File: config.mk
export PLATFORM = sky130hd
export DESIGN_NAME = echo_range_gated_moving_average
export DESIGN_NICKNAME = d
export VERILOG_FILES = /design/src/design/ergma_pkg.sv /design/src/design/ergma_front.sv /design/src/design/ergma_fifo.sv /design/src/design/ergma_back.sv /design/src/design/echo_range_gated_moving_average.sv
export SDC_FILE = /design/constraint.sdc
export NUM_CORES = 1
export LEC_CHECK = 0
export ABC_AREA = 1
export BUFFER_PORTS_ARGS = -buffer_cell sky130_fd_sc_hd__clkbuf_2
export CORE_MARGIN = 5
export CORE_UTILIZATION = 60
export DETAILED_ROUTE_END_ITERATION = 10
export GPL_ROUTABILITY_DRIVEN = 1
export PLACE_DENSITY = 0.75
export SYNTH_ARGS = -nofsm -noshare
export SYNTH_HDL_FRONTEND = slang
export SYNTH_HIERARCHICAL = 1
export SYNTH_SLANG_ARGS = --single-unit
File: constraint.sdc
create_clock -name aclk -period 6.9 [get_ports aclk]
set_clock_uncertainty 0.15 [all_clocks]
set_input_delay 0.69 -clock aclk [delete_from_list [all_inputs] [get_ports aclk]]
set_output_delay 0.69 -clock aclk [all_outputs]
set_load 0.01 [all_outputs]
File: src/design/ergma_pkg.sv
`timescale 1ns / 1ps
// ----------------------------------------------------------------------------
// ergma_pkg: shared constants and types for the echo range gated average
// Field widths, register codes, reset values, the fixed-point constants of
// the microsecond to centimetre conversion and the front-to-back queue entry.
// ----------------------------------------------------------------------------
package ergma_pkg;

    // Field widths
    localparam int DUR_W       = 16;
    localparam int DIST_W      = 11;
    localparam int AVG_W       = 12;
    localparam int TDATA_IN_W  = 16;
    localparam int TDATA_OUT_W = 16;
    localparam int CFG_IDX_W   = 1;

    // Window length default
    localparam int DEFAULT_WINDOW_LENGTH = 5;

    // Register reset values
    localparam logic [DIST_W-1:0] MIN_DIST_RESET = 11'd2;
    localparam logic [DIST_W-1:0] MAX_DIST_RESET = 11'd400;

    // Register codes
    typedef enum logic [CFG_IDX_W-1:0] {
        REG_MIN_DISTANCE = 1'b0,
        REG_MAX_DISTANCE = 1'b1
    } cfg_reg_t;

    // Conversion: dist = floor(dur * 5 / 291), using a reciprocal of 2^24 / 291
    // that undershoots by at most one, fixed by one compare and subtract.
    localparam int X_W         = DUR_W + 3;
    localparam int RECIP_W     = 16;
    localparam int RECIP_SHIFT = 24;
    localparam int PROD_W      = X_W + RECIP_W;
    localparam logic [RECIP_W-1:0] RECIP   = 16'd57653;
    localparam logic [X_W-1:0]     DIVISOR = 19'd291;

    // Result code for an empty window (-1)
    localparam logic [AVG_W-1:0] AVG_EMPTY = {AVG_W{1'b1}};

    // Queue between front and back
    localparam int QUEUE_DEPTH = 2;

    typedef struct packed {
        logic [DIST_W-1:0] dist_cm;
        logic              accepted;
    } entry_t;

endpackage

File: src/design/ergma_front.sv
`timescale 1ns / 1ps
// ----------------------------------------------------------------------------
// ergma_front: echo conversion and range gate
// Takes one echo duration, converts it to whole centimetres with a reciprocal
// multiply and one correction step, checks it against the gate limits and
// hands the classified request to the queue. Holds the limit registers.
// ----------------------------------------------------------------------------
module ergma_front (
    input  logic                            aclk,
    input  logic                            aresetn,
    input  logic                            s_tvalid,
    output logic                            s_tready,
    input  logic [ergma_pkg::DUR_W-1:0]     s_duration,
    input  logic                            cfg_valid,
    output logic                            cfg_ready,
    input  logic [ergma_pkg::CFG_IDX_W-1:0] cfg_index,
    input  logic [ergma_pkg::DIST_W-1:0]    cfg_wdata,
    output logic                            push_valid,
    input  logic                            push_ready,
    output ergma_pkg::entry_t               push_entry
);
    import ergma_pkg::*;

    typedef enum logic [1:0] {
        ST_IDLE,
        ST_MUL,
        ST_QUO,
        ST_GATE
    } state_t;

    state_t              state_reg;
    logic [X_W-1:0]      x_reg;
    logic [PROD_W-1:0]   prod_reg;
    logic [DIST_W-1:0]   q_reg;
    logic [X_W-1:0]      rem_reg;
    logic [DIST_W-1:0]   min_reg;
    logic [DIST_W-1:0]   max_reg;

    logic [DIST_W-1:0]   q_est;
    logic [DIST_W-1:0]   dist_cm;

    // Estimate from the product, then correct by one where the remainder overflows
    assign q_est   = prod_reg[RECIP_SHIFT +: DIST_W];
    assign dist_cm = (rem_reg >= DIVISOR) ? q_reg + DIST_W'(1) : q_reg;

    assign s_tready            = (state_reg == ST_IDLE);
    assign cfg_ready           = 1'b1;
    assign push_valid          = (state_reg == ST_GATE);
    assign push_entry.dist_cm  = dist_cm;
    assign push_entry.accepted = (dist_cm >= min_reg) && (dist_cm <= max_reg);

    // Limit registers
    always_ff @(posedge aclk) begin
        if (!aresetn) begin
            min_reg <= MIN_DIST_RESET;
            max_reg <= MAX_DIST_RESET;
        end else if (cfg_valid) begin
            unique case (cfg_index)
                REG_MIN_DISTANCE: min_reg <= cfg_wdata;
                REG_MAX_DISTANCE: max_reg <= cfg_wdata;
                default: ;
            endcase
        end
    end

    // Sequence one request through multiply, estimate and gate
    always_ff @(posedge aclk) begin
        if (!aresetn) begin
            state_reg <= ST_IDLE;
        end else begin
            unique case (state_reg)
                ST_IDLE: begin
                    if (s_tvalid) begin
                        x_reg     <= {s_duration, 2'b00} + X_W'(s_duration);
                        state_reg <= ST_MUL;
                    end
                end
                ST_MUL: begin
                    prod_reg  <= PROD_W'(x_reg) * PROD_W'(RECIP);
                    state_reg <= ST_QUO;
                end
                ST_QUO: begin
                    q_reg     <= q_est;
                    rem_reg   <= x_reg - DIVISOR * X_W'(q_est);
                    state_reg <= ST_GATE;
                end
                ST_GATE: begin
                    if (push_ready) begin
                        state_reg <= ST_IDLE;
                    end
                end
                default: state_reg <= ST_IDLE;
            endcase
        end
    end

endmodule

File: src/design/ergma_fifo.sv
`timescale 1ns / 1ps
// ----------------------------------------------------------------------------
// ergma_fifo: short queue between front and back
// Holds classified requests so the front can take the next echo while the
// back is still averaging or waiting on the receiver.
// ----------------------------------------------------------------------------
module ergma_fifo (
    input  logic              aclk,
    input  logic              aresetn,
    input  logic              push_valid,
    output logic              push_ready,
    input  ergma_pkg::entry_t push_entry,
    output logic              pop_valid,
    input  logic              pop_ready,
    output ergma_pkg::entry_t pop_entry
);
    import ergma_pkg::*;

    localparam int PTR_W = (QUEUE_DEPTH > 1) ? $clog2(QUEUE_DEPTH) : 1;
    localparam int CNT_W = $clog2(QUEUE_DEPTH + 1);

    entry_t             mem [QUEUE_DEPTH];
    logic [PTR_W-1:0]   wr_ptr_reg;
    logic [PTR_W-1:0]   rd_ptr_reg;
    logic [CNT_W-1:0]   count_reg;

    logic               do_push;
    logic               do_pop;

    assign push_ready = (count_reg != CNT_W'(QUEUE_DEPTH));
    assign pop_valid  = (count_reg != '0);
    assign pop_entry  = mem[rd_ptr_reg];
    assign do_push    = push_valid && push_ready;
    assign do_pop     = pop_valid && pop_ready;

    // Store entries
    always_ff @(posedge aclk) begin
        if (do_push) begin
            mem[wr_ptr_reg] <= push_entry;
        end
    end

    // Advance pointers and fill count
    always_ff @(posedge aclk) begin
        if (!aresetn) begin
            wr_ptr_reg <= '0;
            rd_ptr_reg <= '0;
            count_reg  <= '0;
        end else begin
            if (do_push) begin
                wr_ptr_reg <= (wr_ptr_reg == PTR_W'(QUEUE_DEPTH - 1)) ? '0
                                                                      : wr_ptr_reg + PTR_W'(1);
            end
            if (do_pop) begin
                rd_ptr_reg <= (rd_ptr_reg == PTR_W'(QUEUE_DEPTH - 1)) ? '0
                                                                      : rd_ptr_reg + PTR_W'(1);
            end
            if (do_push && !do_pop) begin
                count_reg <= count_reg + CNT_W'(1);
            end else if (do_pop && !do_push) begin
                count_reg <= count_reg - CNT_W'(1);
            end
        end
    end

endmodule

File: src/design/ergma_back.sv
`timescale 1ns / 1ps
// ----------------------------------------------------------------------------
// ergma_back: window store, sum pass and divider
// Writes gated distances into the ring, sums the filled slots one per cycle,
// divides by the filled count one quotient bit per cycle (-1 if none) and
// holds the result in the output register until the receiver takes it.
// ----------------------------------------------------------------------------
module ergma_back #(
    parameter int WINDOW_LENGTH = ergma_pkg::DEFAULT_WINDOW_LENGTH
) (
    input  logic                        aclk,
    input  logic                        aresetn,
    input  logic                        pop_valid,
    output logic                        pop_ready,
    input  ergma_pkg::entry_t           pop_entry,
    output logic                        m_valid,
    input  logic                        m_ready,
    output logic [ergma_pkg::AVG_W-1:0] m_average,
    output logic                        m_accepted
);
    import ergma_pkg::*;

    localparam int POS_W  = (WINDOW_LENGTH > 1) ? $clog2(WINDOW_LENGTH) : 1;
    localparam int CNT_W  = $clog2(WINDOW_LENGTH + 1);
    localparam int SUM_W  = DIST_W + CNT_W;
    localparam int STEP_W = $clog2(SUM_W);

    typedef enum logic [2:0] {
        ST_IDLE,
        ST_SUM,
        ST_FIN,
        ST_DIV,
        ST_OUT
    } state_t;

    state_t                   state_reg;
    logic [DIST_W-1:0]        slots [WINDOW_LENGTH];
    logic [WINDOW_LENGTH-1:0] filled_reg;
    logic [POS_W-1:0]         pos_reg;
    logic [POS_W-1:0]         idx_reg;
    logic [SUM_W-1:0]         sum_reg;
    logic [CNT_W-1:0]         cnt_reg;
    logic [SUM_W-1:0]         quo_reg;
    logic [CNT_W-1:0]         rem_reg;
    logic [STEP_W-1:0]        step_reg;
    logic [AVG_W-1:0]         avg_reg;
    logic                     acc_reg;
    logic                     m_valid_reg;

    logic [CNT_W:0]           trial;
    logic [CNT_W:0]           diff;
    logic                     fits;
    logic [SUM_W-1:0]         quo_next;
    logic                     store;

    // One restoring divide step
    assign trial    = {rem_reg, quo_reg[SUM_W-1]};
    assign diff     = trial - {1'b0, cnt_reg};
    assign fits     = (trial >= {1'b0, cnt_reg});
    assign quo_next = {quo_reg[SUM_W-2:0], fits};

    assign store      = (state_reg == ST_IDLE) && pop_valid && pop_entry.accepted;
    assign pop_ready  = (state_reg == ST_IDLE);
    assign m_valid    = m_valid_reg;
    assign m_average  = avg_reg;
    assign m_accepted = acc_reg;

    // Write the ring
    always_ff @(posedge aclk) begin
        if (store) begin
            slots[pos_reg] <= pop_entry.dist_cm;
        end
    end

    // Sequence store, sum, divide and output
    always_ff @(posedge aclk) begin
        if (!aresetn) begin
            state_reg   <= ST_IDLE;
            filled_reg  <= '0;
            pos_reg     <= '0;
            m_valid_reg <= 1'b0;
        end else begin
            unique case (state_reg)
                ST_IDLE: begin
                    if (pop_valid) begin
                        acc_reg <= pop_entry.accepted;
                        if (pop_entry.accepted) begin
                            filled_reg[pos_reg] <= 1'b1;
                            pos_reg <= (pos_reg == POS_W'(WINDOW_LENGTH - 1)) ? '0
                                                                            : pos_reg + POS_W'(1);
                        end
                        idx_reg   <= '0;
                        sum_reg   <= '0;
                        cnt_reg   <= '0;
                        state_reg <= ST_SUM;
                    end
                end
                ST_SUM: begin
                    if (filled_reg[idx_reg]) begin
                        sum_reg <= sum_reg + SUM_W'(slots[idx_reg]);
                        cnt_reg <= cnt_reg + CNT_W'(1);
                    end
                    if (idx_reg == POS_W'(WINDOW_LENGTH - 1)) begin
                        state_reg <= ST_FIN;
                    end else begin
                        idx_reg <= idx_reg + POS_W'(1);
                    end
                end
                ST_FIN: begin
                    if (cnt_reg == '0) begin
                        avg_reg     <= AVG_EMPTY;
                        m_valid_reg <= 1'b1;
                        state_reg   <= ST_OUT;
                    end else begin
                        quo_reg   <= sum_reg;
                        rem_reg   <= '0;
                        step_reg  <= STEP_W'(SUM_W - 1);
                        state_reg <= ST_DIV;
                    end
                end
                ST_DIV: begin
                    quo_reg  <= quo_next;
                    rem_reg  <= fits ? diff[CNT_W-1:0] : trial[CNT_W-1:0];
                    step_reg <= step_reg - STEP_W'(1);
                    if (step_reg == '0) begin
                        avg_reg     <= AVG_W'(quo_next[DIST_W-1:0]);
                        m_valid_reg <= 1'b1;
                        state_reg   <= ST_OUT;
                    end
                end
                ST_OUT: begin
                    if (m_ready) begin
                        m_valid_reg <= 1'b0;
                        state_reg   <= ST_IDLE;
                    end
                end
                default: state_reg <= ST_IDLE;
            endcase
        end
    end

endmodule

File: src/design/echo_range_gated_moving_average.sv
`timescale 1ns / 1ps
// ----------------------------------------------------------------------------
// echo_range_gated_moving_average: range gated moving average of echo ranges
// Converts echo durations to centimetres, keeps gated readings in a ring and
// reports the truncated mean of the filled slots (-1 if none) for every reading.
// ----------------------------------------------------------------------------
// Usage:
//   s_ channel: one echo duration in microseconds per request (s_tdata).
//   m_ channel: one result per request; m_tdata carries the average in cm
//     (two's complement, -1 while the window is empty), m_tuser is set when
//     the reading passed the gate and was stored.
//   cfg channel: index 0 writes the minimum distance, index 1 the maximum;
//     write only while the block is idle. cfg_ready is always high.
// Path: the front multiplies, estimates and gates, the queue registers the
//   request, and the back sums every slot and divides by the filled count
//   over SUM_W = 11 + clog2(WINDOW_LENGTH + 1) quotient bits; there is no
//   divide while the window is empty.
// The back takes no new request until it has passed its result on, through
//   its slot-per-cycle sum pass and its bit-per-cycle divider; the front
//   and a two-deep queue take following echoes meanwhile.
// Reset: the window is emptied, the write position goes to slot 0 and the
//   limits return to 2 and 400 cm.
// Stall: a held result keeps m_tvalid high; the queue fills and then the
//   front drops s_tready until the receiver takes the result.
// ----------------------------------------------------------------------------
module echo_range_gated_moving_average #(
    parameter int WINDOW_LENGTH = ergma_pkg::DEFAULT_WINDOW_LENGTH
) (
    input  logic                              aclk,
    input  logic                              aresetn,
    input  logic                              s_tvalid,
    output logic                              s_tready,
    input  logic [ergma_pkg::TDATA_IN_W-1:0]  s_tdata,   // [15:0] echo_duration_us
    output logic                              m_tvalid,
    input  logic                              m_tready,
    output logic [ergma_pkg::TDATA_OUT_W-1:0] m_tdata,   // [11:0] average_cm, [15:12] zero
    output logic                              m_tuser,   // [0] sample_accepted
    input  logic                              cfg_valid,
    output logic                              cfg_ready,
    input  logic [ergma_pkg::CFG_IDX_W-1:0]   cfg_index,
    input  logic [ergma_pkg::DIST_W-1:0]      cfg_wdata
);
    import ergma_pkg::*;

    logic             push_valid;
    logic             push_ready;
    entry_t           push_entry;
    logic             pop_valid;
    logic             pop_ready;
    entry_t           pop_entry;
    logic [AVG_W-1:0] average;

    // Convert and gate
    ergma_front u_front (
        .aclk       (aclk),
        .aresetn    (aresetn),
        .s_tvalid   (s_tvalid),
        .s_tready   (s_tready),
        .s_duration (s_tdata[DUR_W-1:0]),
        .cfg_valid  (cfg_valid),
        .cfg_ready  (cfg_ready),
        .cfg_index  (cfg_index),
        .cfg_wdata  (cfg_wdata),
        .push_valid (push_valid),
        .push_ready (push_ready),
        .push_entry (push_entry)
    );

    // Decouple front from back
    ergma_fifo u_fifo (
        .aclk       (aclk),
        .aresetn    (aresetn),
        .push_valid (push_valid),
        .push_ready (push_ready),
        .push_entry (push_entry),
        .pop_valid  (pop_valid),
        .pop_ready  (pop_ready),
        .pop_entry  (pop_entry)
    );

    // Store, sum and divide
    ergma_back #(
        .WINDOW_LENGTH (WINDOW_LENGTH)
    ) u_back (
        .aclk       (aclk),
        .aresetn    (aresetn),
        .pop_valid  (pop_valid),
        .pop_ready  (pop_ready),
        .pop_entry  (pop_entry),
        .m_valid    (m_tvalid),
        .m_ready    (m_tready),
        .m_average  (average),
        .m_accepted (m_tuser)
    );

    assign m_tdata = {{(TDATA_OUT_W - AVG_W){1'b0}}, average};

    // Reset drops any pending result
    a_reset_clears_output: assert property (@(posedge aclk)
        !aresetn |=> !m_tvalid)
        else $error("result valid after reset");

    // A stored reading means the window cannot be empty
    a_accepted_not_empty: assert property (@(posedge aclk) disable iff (!aresetn)
        m_tvalid && m_tuser |-> m_tdata[AVG_W-1:0] != AVG_EMPTY)
        else $error("accepted reading reported with empty window");

    // Front holds its request while the queue is full
    a_front_holds: assert property (@(posedge aclk) disable iff (!aresetn)
        push_valid && !push_ready |=> push_valid && $stable(push_entry))
        else $error("front dropped or changed a pending request");

    // Front takes no echo while a request waits for the queue
    a_front_busy: assert property (@(posedge aclk) disable iff (!aresetn)
        push_valid |-> !s_tready)
        else $error("front ready while request pending");

endmodule
==> results of run 1 <==
[worst reg2reg max path: stages (launching register included)]
cell      delay [ns]
edfxtp_1        0.57
inv_1           0.21
fa_1            0.55
inv_1           0.05
ha_1            0.31
fa_1            0.52
inv_1           0.06
fa_1            0.54
inv_1           0.06
fa_1            0.55
inv_1           0.06
fa_1            0.53
inv_1           0.05
ha_1            0.33
nand2_1         0.12
inv_1           0.05
nand2_1         0.07
nand2_1         0.06
nand2_1         0.06
nand2_1         0.08
a21oi_1         0.19
nand2_1         0.08
nand2_1         0.07
nand2_1         0.04
[kinds of logic (layout without fill, tap and decap cells)]
group / count (synthesis) / count (layout) / share of synthesized area [%]
mux: 12 / 12 / 0.876
other cells: 2 / 5 / 0.0381
buf+inv: 516 / 592 / 10.1
compound gates: 233 / 233 / 6.52
xor+xnor: 40 / 40 / 1.78
fa+ha+maj: 396 / 396 / 29.4
simple gates: 819 / 819 / 17.5
flops: 237 / 237 / 33.9
[cell usage after synthesis (all sizes together), types with 11 or more instances]
master	instances
nand3	81
nor2	225
mux2	12
inv	491
nand2	455
xor2	30
dfxtp	44
edfxtp	193
fa	112
o21ai	88
buf	13
nor3	29
ha	284
a21oi	101
clkbuf	11
nand4	12
[final timing paths]
kind,from,end,cells after the start
hold reg to reg,u_back/m_valid,u_back/m_valid,2
setup / recovery,u_front/x_reg[5],u_front/prod_reg[33],23
setup reg to reg,u_front/x_reg[5],u_front/prod_reg[33],23
hold / removal,s_tdata[0],u_front/x_reg[0],1
[per-layer routing]
layer | vias up | global-route usage [%] | wire [um]
met5 | - | 0 | 0
met4 | 0 | 10.0 | 2060
met3 | 104 | 2.48 | 1560
met2 | 291 | 43.2 | 21300
met1 | 6696 | 28.4 | 17100
li1 | 7321 | - | -
[per-stage QoR]
step	util, %	setup WS (ns)	hold slack [ns]	area, um^2
5_1_grt	65.6	0.938	0.181	21300
3_5_place_dp	63.0	1.31	0.306	20400
3_3_place_gp	63.0	1.43	0.299	20400
2_1_floorplan	-	1.77	0.285	19700
6_report	65.6	1.30	0.190	21300
4_1_cts	65.6	1.31	0.166	21300
[layout make-up]
type / count / share of cell area [%]
Inverter: 492 / 8.69
Sequential cell: 237 / 31.4
Timing Repair Buffer: 52 / 1.28
Multi-Input combinational cell: 1505 / 52.1
Clock inverter: 10 / 0.435
Clock buffer: 38 / 3.56
Tap cell: 442 / 2.60
==> flow_summary.json, run 1 <==
{
  "status": "complete, no violations",
  "overall_die_height_um": 191,
  "cell_with_the_largest_stage_delay_on_the_worst_path": "edfxtp_1",
  "layout.cells.most_common": "inv_1",
  "antenna_found_initial": 0,
  "holdCritPathClass": "input port to flip-flop",
  "gate_count_of_the_mapped_netlist": 2255,
  "initial_core_util_pct": 60.7,
  "place_inst": 2728,
  "crit_top_cell": "nand2_1",
  "worstPathArrival_ns": 5.76,
  "synth.area.top_cells": "edfxtp_1, ha_1, fa_1, inv_1, nand2_1",
  "vias": 14400,
  "clock-sinks": 237,
  "transition_time_at_the_pin_with_the_least_slew_margin_ns": 1.10,
  "post-route-period-util_pct": 81.2,
  "timing.max_slew.rel_slack_pct": 26.2,
  "drv.max_cap_violation_count": 0,
  "max_slew_violations": 0,
  "finalSetupTns_ns": 0,
  "hold_buffers": 0,
  "post_layout_nonfiller_instances": 2776,
  "route.detailed.wl_per_inst_um": 15.1,
  "synth_largest_type_area_fraction_pct": 29.4,
  "cp_num_buf_inv": 7,
  "critPathKind": "flip-flop to flip-flop",
  "fp.dieArea_um2": 36600,
  "final-hold-violation-count": 0,
  "std_cell_rows": 66,
  "seqCellArea_um2": 6680,
  "grt_start_max_net_pins": 39,
  "area_delta_synth_final_pct": 8.00,
  "drtAntennaViolNets": 0,
  "layout.nets": 2743,
  "antenna_cells_inserted": 0,
  "cts_inserted_buffers": 26,
  "syn-mean-instance-area_um2": 8.74,
  "drt-initial-drc-count": 832,
  "cts_max_level": 1,
  "cts_tree": "done",
  "synth-seq-cells": 237,
  "yosysWarnings": 6,
  "globalRouteTotalUtil_pct": 23.7,
  "layout.cells.most_common_list": "inv_1, nand2_1, ha_1",
  "drt_drc_violations_left": 0,
  "seq_area_frac_synth_pct": 33.9,
  "num_io_pins": 53,
  "cts.root.buffer_cell": "clkbuf_16",
  "cp_cell_sequence": "inv_1, fa_1, inv_1, ha_1, fa_1, inv_1, fa_1, inv_1, fa_1, inv_1, fa_1, inv_1, ha_1, nand2_1, inv_1, nand2_1, nand2_1, nand2_1, nand2_1, a21oi_1, nand2_1, nand2_1, nand2_1",
  "final.fill_count": 2704,
  "detail_route.wirelength_um": 42000,
  "top_register": "u_back/slots",
  "insertion_delay_ns": 0.56,
  "setup_bufs_post_cts": 0,
  "detail_route.vias_per_cell": 5.19,
  "synth.largest_area_cell": "edfxtp_1",
  "required_ns": 7.05,
  "post_route_cells_drive_above_1_share_pct": 6.77,
  "gp_congestion": 0.937,
  "type_of_destination_of_the_critical_path": "flip-flop",
  "postCtsResizedCells": 0,
  "reg.largest.list": "u_back/slots (55), u_fifo/mem (24)",
  "vias_in_the_first_global_route": 14700,
  "setup_violations": 0,
  "async_set_or_reset_register_ratio_after_synthesis_pct": 0,
  "grt_setup_unrepaired": "no",
  "first_pass_grt_wire_length_um": 70000,
  "io_buffers": 47,
  "min_period_ns": 5.60,
  "synthDistinctLibCells": 49,
  "slack_of_the_worst_reg_to_reg_path_ns": 1.30,
  "clk_path_buf_depth": 3,
  "area_used_by_multi_input_combinational_logic_um2": 11100,
  "core_area_um2": 32500,
  "die_width_um": 191,
  "cp_max_fo": 7,
  "cp_top_family": "adder cells",
  "clk_pin_slew_worst_paths_ns": 0.06,
  "yosys_most_used_dff": "edfxtp_1",
  "number_of_enable_type_register_cells_in_the_synthesized_netlist": 193,
  "globalRoute.totalOverflow": 0,
  "startpoint_type": "flip-flop",
  "detailed_place_hpwl_um": 33600,
  "flip_flop_count_of_the_largest_register_after_layout": 55,
  "timing.critical_path.slowest_cell_delay_ns": 0.57,
  "syn_area_um2": 19700,
  "drt_pre_antenna_iters": 5,
  "max_freq_ghz": 0.178
}
Power of run 1 is left out: the tool's default activity adds up to more than one toggle a clock period on the data nets, which glitch-free logic cannot reach.
==> inputs of run 2 (changes only) <==
--- a/config.mk
+++ b/config.mk
@@ -5,13 +5,13 @@
 export SDC_FILE = /design/constraint.sdc
 export NUM_CORES = 1
 export LEC_CHECK = 0
-export ABC_AREA = 1
+export ABC_AREA = 0
 export BUFFER_PORTS_ARGS = -buffer_cell sky130_fd_sc_hd__clkbuf_2
 export CORE_MARGIN = 5
-export CORE_UTILIZATION = 60
+export CORE_UTILIZATION = 58
 export DETAILED_ROUTE_END_ITERATION = 10
 export GPL_ROUTABILITY_DRIVEN = 1
-export PLACE_DENSITY = 0.75
+export PLACE_DENSITY = 0.76
 export SYNTH_ARGS = -nofsm -noshare
 export SYNTH_HDL_FRONTEND = slang
 export SYNTH_HIERARCHICAL = 1
==> constraint.sdc (replaced) <==
create_clock -name aclk -period 5 [get_ports aclk]
set_clock_uncertainty 0.15 [all_clocks]
set_input_delay 0.5 -clock aclk [delete_from_list [all_inputs] [get_ports aclk]]
set_output_delay 0.5 -clock aclk [all_outputs]
set_load 0.01 [all_outputs]
==> run 2 against run 1 <==
The flow now finishes with violations (negative setup slack). Worst hold slack got worse by 0.16 ns. Final cell count decreased by 20%. Clock-buffer cell count fell by 5. Critical path depth shrank 4. Wire length is 9.0% lower. Setup slack got worse by 1.7 ns. Critical path type unchanged. Largest cell class unchanged.
==> flow_summary.json, run 2 <==
{
  "antenna_found_initial": 0,
  "area_delta_synth_final_pct": 15.7,
  "type_of_destination_of_the_critical_path": "flip-flop",
  "finalSetupTns_ns": -2.34,
  "cts_tree": "done",
  "core_area_um2": 31400,
  "layout.nets": 2233,
  "critical_path.endpoint": "u_front/prod_reg[31]",
  "cts_inserted_buffers": 27,
  "cp_top_family": "adder cells",
  "transition_time_at_the_pin_with_the_least_slew_margin_ns": 1.26,
  "status": "finished with violations",
  "synth-seq-cells": 237,
  "violations": "negative setup slack",
  "gate_count_of_the_mapped_netlist": 1663,
  "antenna_cells_inserted": 0,
  "cts_max_level": 1,
  "yosys_most_used_dff": "edfxtp_1",
  "num_io_pins": 53,
  "globalRouteTotalUtil_pct": 21.4,
  "startpoint_type": "flip-flop",
  "clk_pin_slew_worst_paths_ns": 0.06,
  "max_slew_violations": 0,
  "synth_largest_type_area_fraction_pct": 31.5,
  "critPathLaunch": "u_front/x_reg[5]",
  "layout.cells.most_common": "inv_1",
  "drt_pre_antenna_iters": 5,
  "vias": 12400,
  "syn_area_um2": 18400,
  "detailed_place_hpwl_um": 29200,
  "yosysWarnings": 6,
  "cp_max_fo": 3,
  "synth_commonest_cells": "inv_1, ha_1, edfxtp_1, nand2_1, fa_1",
  "timing.critical_path.slowest_cell_delay_ns": 0.58,
  "std_cell_rows": 65,
  "critPathKind": "flip-flop to flip-flop",
  "reg.largest.list": "u_back/slots (55), u_fifo/mem (24)",
  "slack_of_the_worst_reg_to_reg_path_ns": -0.37,
  "synth.area.top_cells": "edfxtp_1, ha_1, fa_1, inv_1, dfxtp_1",
  "clk_path_buf_depth": 3,
  "timing.max_slew.rel_slack_pct": 15.7,
  "capture_point_of_the_worst_reg_to_reg_path": "u_front/prod_reg[31]",
  "seq_area_frac_synth_pct": 36.3,
  "cell_with_the_largest_stage_delay_on_the_worst_path": "fa_1",
  "gp_congestion": 0.858,
  "insertion_delay_ns": 0.54,
  "route.detailed.wl_per_inst_um": 17.2,
  "final-hold-violation-count": 0,
  "post_route_cells_drive_above_1_share_pct": 18.3,
  "grt_start_max_net_pins": 31,
  "cp_num_buf_inv": 6,
  "cp_cell_sequence": "inv_2, fa_1, inv_2, ha_4, fa_1, inv_1, fa_1, inv_1, fa_1, inv_1, fa_1, inv_2, ha_4, a21oi_4, o21a_1, o21ai_2, a221oi_2, or4b_4, o311ai_2",
  "post-route-period-util_pct": 107,
  "crit_top_cell": "fa_1",
  "syn-mean-instance-area_um2": 11.1,
  "required_ns": 5.20,
  "reg2regPathDepth": 19,
  "setup_violations": 11,
  "final.setup.worst_slack_ns": -0.370,
  "fp.dieArea_um2": 35400,
  "detail_route.wirelength_um": 38200,
  "detail_route.vias_per_cell": 5.57,
  "timing.critical_path.depth": 19,
  "async_set_or_reset_register_ratio_after_synthesis_pct": 0,
  "synth_most_common_cell": "inv_1",
  "synthDistinctLibCells": 81,
  "number_of_enable_type_register_cells_in_the_synthesized_netlist": 193,
  "clock-sinks": 237,
  "worstReg2RegStart": "u_front/x_reg[5]",
  "die_width_um": 188,
  "first_pass_grt_wire_length_um": 62700,
  "globalRoute.totalOverflow": 0,
  "overall_die_height_um": 188,
  "cts.root.buffer_cell": "clkbuf_16",
  "drtAntennaViolNets": 0,
  "vias_in_the_first_global_route": 13000,
  "initial_core_util_pct": 58.6,
  "grt_setup_unrepaired": "yes",
  "holdCritPathClass": "input port to flip-flop",
  "flip_flop_count_of_the_largest_register_after_layout": 55,
  "min_period_ns": 5.37,
  "max_freq_ghz": 0.186,
  "drv.max_cap_violation_count": 0,
  "top_register": "u_back/slots",
  "drt-initial-drc-count": 672,
  "io_buffers": 47,
  "worstPathArrival_ns": 5.57,
  "synth.largest_area_cell": "edfxtp_1",
  "drt_drc_violations_left": 0,
  "layout.cells.most_common_list": "inv_1, ha_1, edfxtp_1"
}
[run 2: worst register-to-register path: stages (launching register included)]
cell and delay [ns]:
edfxtp_1 0.43, inv_2 0.11, fa_1 0.58, inv_2 0.05, ha_4 0.21, fa_1 0.48, inv_1 0.05, fa_1 0.48
inv_1 0.05, fa_1 0.47, inv_1 0.05, fa_1 0.49, inv_2 0.05, ha_4 0.23, a21oi_4 0.14, o21a_1 0.18
o21ai_2 0.09, a221oi_2 0.31, or4b_4 0.50, o311ai_2 0.10
[run 2: through the flow]
| stage | setup slack, ns | hold WS (ns) | instance area [um^2] | std cells | util, % |
|---|---|---|---|---|---|
| floorplan | -0.159 | 0.285 | 18600 | 1666 | - |
| global placement | -0.265 | 0.292 | 19800 | 2164 | 63.2 |
| detailed placement | -0.425 | 0.304 | 19800 | 2164 | 63.2 |
| CTS | -0.248 | 0.0188 | 21200 | 2224 | 67.4 |
| global route | -0.544 | 0.0301 | 21300 | 2227 | 67.7 |
| finish | -0.370 | 0.0288 | 21300 | 2227 | 67.7 |
[run 2: timing repair]
item                                    in CTS  in global routing
endpoints found under the setup margin      11                 11
hold endpoints to repair                     1                  0
pin swaps                                   47                 12
hold buffers                                 1                  0
gates resized for setup                     46                 20
buffers inserted                            10                  3
[run 2: cell families after synthesis]
logic type | Yosys count | synth area share (%)
fa+ha+maj | 396 | 31.5
simple gates | 338 | 8.90
buf+inv | 322 | 6.76
compound gates | 256 | 9.79
flops | 237 | 36.3
xor+xnor | 66 | 3.14
mux | 46 | 3.52
other cells | 2 | 0.0409
[run 2: final cells by class]
class / instances / area (um^2)
multi-input combinational: 1107 / 11100
fill: 2218 / 10100
timing repair buffer: 136 / 921
clock buffer: 33 / 698
clock inverter: 17 / 270
inverter: 295 / 1110
sequential: 237 / 6680
tap: 402 / 503
[run 2: worst min-delay path by stage]
stage / from / endpoint / slack (ns) / depth (start not counted)
after floorplan: u_back/filled_reg[2] / u_back/filled_reg[2] / 0.29 / 1
after global placement: u_back/filled_reg[1] / u_back/filled_reg[1] / 0.29 / 1
after detailed placement: u_back/filled_reg[0] / u_back/filled_reg[0] / 0.30 / 1
after CTS: s_tdata[1] / u_front/x_reg[1] / 0.02 / 1
after global routing: s_tdata[1] / u_front/x_reg[1] / 0.03 / 1
final: s_tdata[1] / u_front/x_reg[1] / 0.03 / 1
[run 2: metal layers]
metal | GRT usage, % | vias up | part of all wire (%)
li1 | - | 6006 | -
met1 | 26.1 | 6072 | 41
met2 | 39.9 | 251 | 53
met3 | 2.35 | 81 | 3.4
met4 | 6.07 | 0 | 2.7
met5 | 0 | - | 0
Power of run 2 is left out for the same reason.
==> inputs of run 3 (changes only) <==
--- a/config.mk
+++ b/config.mk
@@ -6,9 +6,10 @@
 export NUM_CORES = 1
 export LEC_CHECK = 0
 export ABC_AREA = 0
-export BUFFER_PORTS_ARGS = -buffer_cell sky130_fd_sc_hd__clkbuf_2
+export BUFFER_PORTS_ARGS = -buffer_cell sky130_fd_sc_hd__buf_2
 export CORE_MARGIN = 5
 export CORE_UTILIZATION = 58
+export CTS_BUF_LIST = sky130_fd_sc_hd__clkbuf_8 sky130_fd_sc_hd__clkbuf_16
 export DETAILED_ROUTE_END_ITERATION = 10
 export GPL_ROUTABILITY_DRIVEN = 1
 export PLACE_DENSITY = 0.76
==> constraint.sdc (replaced) <==
create_clock -name aclk -period 5 [get_ports aclk]
set_clock_uncertainty 0.15 [all_clocks]
set_input_delay 1.25 -clock aclk [delete_from_list [all_inputs] [get_ports aclk]]
set_output_delay 1.25 -clock aclk [all_outputs]
set_load 0.01 [all_outputs]
==> run 3 against run 2 <==
The run still ends with negative setup slack left. Via count grew 0.59%. Utilization grew 0.36 points. Global-route usage grew 0.082 points. First-iteration DRC count shrank 13%. Die area is the same. Fmax shrank 1.7%. Critical endpoint unchanged.
==> flow_summary.json, run 3 (synthesis results as in run 2) <==
{
  "drt_drc_violations_left": 0,
  "detail_route.vias_per_cell": 5.60,
  "area_delta_synth_final_pct": 16.3,
  "layout.nets": 2238,
  "fin_worst_hold_slack_ns": 0.312,
  "layout.cells.most_common": "inv_1",
  "gp_congestion": 0.871,
  "timing.max_slew.rel_slack_pct": 31.5,
  "cts_max_level": 1,
  "hold_buffers": 0,
  "dpl-instance-area_um2": 19900,
  "core_area_um2": 31400,
  "critPathKind": "flip-flop to flip-flop",
  "place_inst": 2165,
  "post_layout_nonfiller_instances": 2230,
  "clk_path_buf_depth": 3,
  "transition_time_at_the_pin_with_the_least_slew_margin_ns": 1.03,
  "status": "finished with violations",
  "violations": "negative setup slack",
  "grt_start_max_net_pins": 31,
  "die_width_um": 188,
  "drt_pre_antenna_iters": 5,
  "insertion_delay_ns": 0.54,
  "type_of_destination_of_the_critical_path": "flip-flop",
  "reg.largest.list": "u_back/slots (55), u_fifo/mem (24)",
  "num_io_pins": 53,
  "overall_die_height_um": 188,
  "post-route-period-util_pct": 109,
  "max_freq_ghz": 0.183,
  "final-hold-violation-count": 0,
  "antenna_cells_inserted": 0,
  "vias": 12500,
  "setup_violations": 11,
  "drt-initial-drc-count": 587,
  "std_cell_rows": 65,
  "layout.cells.most_common_list": "inv_1, ha_1, edfxtp_1",
  "clk_pin_slew_worst_paths_ns": 0.06,
  "drtAntennaViolNets": 0,
  "grt_setup_unrepaired": "yes",
  "globalRoute.totalOverflow": 0,
  "min_period_ns": 5.47,
  "detailed_place_hpwl_um": 29300,
  "final.setup.worst_slack_ns": -0.465,
  "worstPathArrival_ns": 5.68,
  "startpoint_type": "flip-flop",
  "antenna_found_initial": 0,
  "cp_max_fo": 3,
  "drv.max_cap_violation_count": 0,
  "vias_in_the_first_global_route": 13000,
  "first_pass_grt_wire_length_um": 62800,
  "required_ns": 5.21,
  "max_slew_violations": 0,
  "detail_route.wirelength_um": 38700,
  "post_route_cells_drive_above_1_share_pct": 19.6,
  "fin_area_um2": 21400,
  "clock-sinks": 237,
  "cts_inserted_buffers": 26,
  "cts.root.buffer_cell": "clkbuf_16",
  "flip_flop_count_of_the_largest_register_after_layout": 55,
  "fp.dieArea_um2": 35400,
  "initial_core_util_pct": 58.6,
  "holdCritPathClass": "flip-flop to flip-flop",
  "route.detailed.wl_per_inst_um": 17.4,
  "top_register": "u_back/slots",
  "globalRouteTotalUtil_pct": 21.5,
  "io_buffers": 47,
  "cts_tree": "done"
}
==> run 3: cell types whose count changed in the layout (fill, tap and decap cells not counted), sizes merged <==
cell,delta
bufinv,-2
inv,+1
clkinvlp,-2
buf,+54
clkinv,+7
clkbuf,-54
dlygate4sd3,-1
==> run 3: final cells by class <==
| class | instances | area, um^2 |
|---|---|---|
| multi-input cells | 1107 | 11200 |
| fillers | 2206 | 10000 |
| flip-flops and latches | 237 | 6680 |
| inverters | 295 | 1120 |
| repair buffers | 142 | 982 |
| clock buffers | 26 | 651 |
| well taps | 402 | 503 |
| clock inverters | 21 | 215 |
==> run 3: worst max-delay path, cell delays in order (launching register included) <==
cell	delay, ns
edfxtp_1	0.48
buf_6	0.17
ha_4	0.25
inv_1	0.04
fa_1	0.51
inv_2	0.06
ha_4	0.26
ha_4	0.19
fa_1	0.55
inv_1	0.06
fa_2	0.55
inv_1	0.06
ha_4	0.17
a211oi_4	0.23
nand3b_1	0.18
a211oi_4	0.29
o21ai_2	0.15
a221oi_4	0.32
or4b_4	0.52
o311ai_4	0.10
==> run 3: repair_timing <==
item	4_1_cts	5_1_grt
pin swaps	41	53
gates resized for setup	45	60
setup buffers	15	6
endpoints found under the setup margin	11	11
==> run 3: final timing paths <==
check / from / slack, ns / endpoint / depth (start not counted)
min reg2reg: u_front/min_reg[4] / 0.31 / u_front/min_reg[4] / 2
max: u_front/x_reg[7] / -0.47 / u_front/prod_reg[31] / 19
max reg2reg: u_front/x_reg[7] / -0.47 / u_front/prod_reg[31] / 19
min: u_front/min_reg[4] / 0.31 / u_front/min_reg[4] / 2
==> run 3: metrics by stage <==
stage | util (%) | setup TNS, ns | setup slack (ns)
after floorplan | - | -0.159 | -0.159
after global placement | 63.2 | -1.15 | -0.271
final | 68.1 | -2.70 | -0.465
after CTS | 67.1 | -1.35 | -0.270
after global routing | 68.1 | -4.61 | -0.639
after detailed placement | 63.2 | -2.17 | -0.411
==> run 3: layer usage <==
metal / GRT usage, % / vias to the layer above / part of all wire (%)
li1: - / 6028 / -
met4: 7.34 / 0 / 3.8
met1: 26.6 / 6108 / 41
met2: 39.1 / 243 / 52
met3: 2.22 / 104 / 3.0
met5: 0 / - / 0
Power of run 3 is left out for the same reason.
